$ cat config.mk
export PLATFORM = sky130hd
export DESIGN_NAME = scca_ctrl
export DESIGN_NICKNAME = d
export VERILOG_FILES = /design/src/sv/scca_pkg.sv /design/src/sv/scca_ctrl.sv
export VERILOG_INCLUDE_DIRS = /design/src /design/src/sv
export SDC_FILE = /design/constraint.sdc
export NUM_CORES = 1
export LEC_CHECK = 0
export BUFFER_PORTS_ARGS = -buffer_cell sky130_fd_sc_hd__buf_2
export CAP_MARGIN = 20
export CORE_AREA = 2 2 39 41
export CTS_BUF_LIST = sky130_fd_sc_hd__clkbuf_2 sky130_fd_sc_hd__clkbuf_4 sky130_fd_sc_hd__clkbuf_8
export DETAILED_ROUTE_END_ITERATION = 8
export DIE_AREA = 0 0 41 43
export HOLD_SLACK_MARGIN = 0.12
export SYNTH_ARGS = -nofsm -noshare
export SYNTH_HDL_FRONTEND = slang
export SYNTH_SLANG_ARGS = --single-unit
$ cat constraint.sdc
create_clock -name clock -period 3.9 [get_ports clock]
set_input_delay 0.195 -clock clock [delete_from_list [all_inputs] [get_ports clock]]
set_output_delay 0.195 -clock clock [all_outputs]
set_load 0.01 [all_outputs]
$ cat src/sv/size_class_cell_allocator_assert.svh
// Assertion shorthands shared by the allocator modules.
`ifndef SIZE_CLASS_CELL_ALLOCATOR_ASSERT_SVH
`define SIZE_CLASS_CELL_ALLOCATOR_ASSERT_SVH

// Same-cycle implication, ignored while reset is high.
`define SCCA_ASSERT_NOW(label, clk, rst, ante, cons) \
   label: assert property (@(posedge clk) disable iff (rst) (ante) |-> (cons)) \
      else $error("allocator check failed");

// Next-cycle implication, ignored while reset is high.
`define SCCA_ASSERT_NEXT(label, clk, rst, ante, cons) \
   label: assert property (@(posedge clk) disable iff (rst) (ante) |=> (cons)) \
      else $error("allocator check failed");

`endif

$ cat src/sv/scca_pkg.sv
`default_nettype none
package scca_pkg;

   localparam int SCCA_MAX_BLOCKS = 8;
   localparam int BLOCK_BYTES     = 4096;
   localparam int MIN_CELL_BYTES  = 16;

   localparam int REQ_W      = 13;
   localparam int CELL_W     = 8;
   localparam int LINK_W     = 9;
   localparam int TOTAL_W    = 9;
   localparam int CELLS_CAP  = 256;
   localparam logic [LINK_W-1:0] EMPTY_MARK = LINK_W'(256);

   // Quotient width of BLOCK_BYTES / cell size, one bit per divider step
   localparam int DIV_W = $clog2(BLOCK_BYTES + 1);
   localparam int DIV_IDX_W = $clog2(DIV_W);

   typedef enum logic [2:0] {
      ST_IDLE,
      ST_SCAN,
      ST_ACT,
      ST_LINK,
      ST_DIV,
      ST_CREATE,
      ST_DONE
   } state_type;

   typedef enum logic [1:0] {
      STATUS_OK        = 2'd0,
      STATUS_NO_SLOT   = 2'd1,
      STATUS_TOO_LARGE = 2'd2,
      STATUS_BAD_FREE  = 2'd3
   } status_type;

   typedef struct packed {
      logic       capture;
      logic       scan;
      logic       push;
      logic       link_read;
      logic       pop;
      logic       take_fresh;
      logic       div_start;
      logic       div_step;
      logic       create;
      logic       load;
      status_type code;
   } cmd_type;

   typedef struct packed {
      logic is_free;
      logic oversize;
      logic bad_free;
      logic hit;
      logic head_empty;
      logic full;
      logic div_last;
      logic out_busy;
   } stat_type;

endpackage
`default_nettype wire

$ cat src/sv/scca_ctrl.sv
`default_nettype none
module scca_ctrl (
   input  wire logic              clock,
   input  wire logic              reset,
   input  wire logic              req_valid,
   output logic                   req_ready,
   input  wire scca_pkg::stat_type stat,
   output scca_pkg::cmd_type      cmd
);
   import scca_pkg::*;

   `include "size_class_cell_allocator_assert.svh"

   state_type  state_ff, state_in;
   status_type code_ff, code_in;

   always_ff @(posedge clock) begin
      if (reset) begin
         state_ff <= ST_IDLE;
         code_ff  <= STATUS_OK;
      end else begin
         state_ff <= state_in;
         code_ff  <= code_in;
      end
   end

   always_comb begin
      state_in  = state_ff;
      code_in   = code_ff;
      cmd       = '0;
      cmd.code  = code_ff;
      req_ready = (state_ff == ST_IDLE);
      unique case (state_ff)
         ST_IDLE: begin
            if (req_valid) begin
               cmd.capture = 1'b1;
               code_in     = STATUS_OK;
               state_in    = ST_SCAN;
            end
         end
         ST_SCAN: begin
            cmd.scan = 1'b1;
            state_in = ST_ACT;
         end
         ST_ACT: begin
            state_in = ST_DONE;
            priority if (stat.is_free) begin
               if (stat.bad_free) begin
                  code_in = STATUS_BAD_FREE;
               end else begin
                  cmd.push = 1'b1;
               end
            end else if (stat.oversize) begin
               code_in = STATUS_TOO_LARGE;
            end else if (stat.hit) begin
               if (stat.head_empty) begin
                  cmd.take_fresh = 1'b1;
               end else begin
                  cmd.link_read = 1'b1;
                  state_in      = ST_LINK;
               end
            end else if (stat.full) begin
               code_in = STATUS_NO_SLOT;
            end else begin
               cmd.div_start = 1'b1;
               state_in      = ST_DIV;
            end
         end
         ST_LINK: begin
            cmd.pop  = 1'b1;
            state_in = ST_DONE;
         end
         ST_DIV: begin
            cmd.div_step = 1'b1;
            if (stat.div_last) begin
               state_in = ST_CREATE;
            end
         end
         ST_CREATE: begin
            cmd.create = 1'b1;
            state_in   = ST_DONE;
         end
         ST_DONE: begin
            // hold until the output register is free
            if (!stat.out_busy) begin
               cmd.load = 1'b1;
               state_in = ST_IDLE;
            end
         end
         default: begin
            state_in = ST_IDLE;
         end
      endcase
   end

   `SCCA_ASSERT_NOW(a_one_cmd, clock, reset, 1'b1, $onehot0({cmd.capture, cmd.scan, cmd.push, cmd.link_read, cmd.pop, cmd.take_fresh, cmd.div_start, cmd.div_step, cmd.create, cmd.load}))
   `SCCA_ASSERT_NEXT(a_link_then_pop, clock, reset, cmd.link_read, cmd.pop)
   `SCCA_ASSERT_NOW(a_create_after_div, clock, reset, cmd.create, $past(cmd.div_step))
   `SCCA_ASSERT_NOW(a_load_free_slot, clock, reset, cmd.load, !stat.out_busy)

endmodule
`default_nettype wire

==> impl_metrics.tcl <==
set metrics [dict create \
    outcome "completed" \
    postPlaceCellArea_sq_um 532 \
    synth_adder_area_share_pct 0 \
    cpLargestDelayFamily "flip-flops" \
    remaining_drc_errors 0 \
    drt_first_iter_violations 1 \
    async_reset_ff_share_pct 0 \
    die-area_sq_um 1760 \
    synth-compound-area-share_pct 21.2 \
    met1_usage_pct 20.1 \
    synth_most_common_cell "nor2_1" \
    met3_usage_pct 1.57 \
    num_vias 457 \
    synth_xor_area_share_pct 0 \
    port_buffers 23 \
    io_pins 24 \
    setup_viol 0 \
    cts-resized-gates 0 \
    ys.flop_type "dfxtp_1" \
    finalSetupTns_ns 0 \
    hold_buffers 0 \
    grt_pass1_vias 393 \
    synth-simple-area-share_pct 45.1 \
    drv_cap 0 \
    clock-sinks 5 \
    hold_violations 0 \
    synth_edf_count 0 \
    fillerInstances 156 \
    ys_top_cells_by_count "7 x nor2_1, 5 x dfxtp_1, 4 x inv_1" \
    antenna_cells 0 \
    grt_use_met2_pct 17.8 \
    max_stage_delay_ns 0.65 \
    grt_max_degree 20 \
    rsz0062_at_grt "no" \
    hold_path.class "primary input to flip-flop" \
    clock_skew_ns 0.00189 \
    viasPerCell 4.81 \
    syn_area_per_cell_sq_um 7.57 \
    path_max_fanout 14 \
    start_kind "flip-flop" \
    arrival_ns 1.44 \
    detail-route-antenna-nets 0 \
    synthesis.area_sq_um 424 \
    cts_buffer_depth 2 \
    path_buf_inv 1 \
    worstPathRequired_ns 3.70 \
    min_period_over_period_pct 42.0 \
    ys_seq_area_share_pct 23.6 \
    synthTopCellsByArea "dfxtp_1 24%, nor2_1 6.2%, nor2_8 4.7%" \
    yosysUniqueCellTypes 32 \
    drv_slew 0 \
    ys.warnings.count 0 \
    p_leak_nw 0.286 \
    antenna_found_initial 0 \
    cellPowerDensity_nw_per_um2 446 \
    grt_pass1_wl_mm 1.64 \
    final_area_sq_um 562 \
    placementRows 14 \
    postCtsSetupBuffers 0 \
    vdd_drop_max_uv 110 \
    yosysTopAreaCellShare_pct 23.6 \
    synth_top_cell_by_area "dfxtp_1" \
    wl_per_cell_microns 10.4 \
    synthMuxAreaShare_pct 0 \
    grt_busiest_layer "met1" \
    end_kind "primary output" \
    cts_tree "built" \
    die_h_microns 43 \
    gr-total-overflow 0 \
    grt_usage_pct 12.9 \
    finalCriticalPeriod_ns 1.64 \
    layout-drive-gt1-share_pct 39.2 \
    place.gp.congestion 0.768 \
    drt_pass1_iterations 2 \
    insertion_delay_ns 0.24 \
    core-area_sq_um 1380 \
    critPathKind "flip-flop to primary output" \
    syn-num-nets 67 \
    synthCells 56 \
    slowest_stage "dfxtp_1" \
    max_freq_mhz 611 \
    cts_root_buffer "clkbuf_4" \
    htree_levels 1 \
    area_growth_pct 32.4 \
    tightest_slew_ns 0.535 \
    synth_top_family_by_area "simple AND/OR/NAND/NOR gates" \
    ys_ff_latch 5 \
    final_nets 91 \
    die_x_microns 41 \
    routed_wl_microns 986 \
    timing.slew.headroom_pct 64.3 \
    start_util_pct 30.7 \
    crit_chain "nor2_8 -> and2_1 -> and4_1 -> buf_2" \
    cts_buffers 3 \
    clk_pin_slew_ns 0.04 \
    dp_hpwl_microns 771 \
]
-- cell type report --
cell class / instances / area, sq um / area share, %
flip-flops and latches: 5 / 100 / 17.8
multi-input cells: 43 / 282 / 50.1
clock buffers: 4 / 30.0 / 5.35
repair buffers: 23 / 115 / 20.5
well taps: 16 / 20.0 / 3.56
inverters: 4 / 15.0 / 2.67
-- power by group --
part | switching [mW] | internal [mW]
Sequential | 0.0285 | 0.0601
Combinational | 0.0454 | 0.0504
Clock | 0.0208 | 0.0456
-- worst reg2reg max path, delay by kind of cell (launching register included) --
family / cells / cell delay, ns
AND/OR/NAND/NOR: 2 / 0.63
AO/OA/AOI/OAI: 1 / 0.12
flip-flops: 1 / 0.65
-- logic make-up (layout without fill, tap and decap cells) --
kind of cell,count (synthesis),in the layout
buf+inv,8,31
compound gates,13,13
simple gates,30,30
flops,5,5
-- path summary, 6_finish.rpt --
path,start,end,slack [ns],cells after the start
max,state_ff[2],cmd[6],2.26,4
min,reset,state_ff[2],0.20,2
max reg2reg,state_ff[1],code_ff[0],2.41,3
min reg2reg,code_ff[1],code_ff[1],0.47,2
-- flip-flops by register name, indices dropped and copies added (netlist names) --
register / count
state_ff: 3
code_ff: 2
-- layout by cell type, fill, tap and decap left out, drive strengths merged, types with 2 or more instances in the layout --
cell	synthesis	layout
dfxtp	5	5
and2	2	2
nor2b	2	2
nand2	3	3
nor3	2	2
o21ai	3	3
and3	3	3
and3b	2	2
inv	4	4
o32ai	2	2
clkbuf	1	4
nand2b	2	2
nor2	8	8
buf	3	23
-- routing by layer --
layer / routed length [microns] / vias to the layer above
met2: 459 / 8
met1: 487 / 201
met3: 39 / 0
li1: - / 248
met5: 0 / -
met4: 0 / 0
-- per-stage QoR --
step                total power, mW  hold WS [ns]  setup WS (ns)  utilization (%)  cells
finish                        0.251         0.199           2.26             40.6     95
CTS                           0.254         0.193           2.26             40.6     95
floorplan                     0.161         0.267           2.58                -     56
detailed placement            0.185         0.452           2.44             38.4     91
global route                  0.273         0.223           2.17             40.6     95
global placement              0.185         0.447           2.43             38.4     91
No activity file was read; power rests on OpenSTA's default activity.
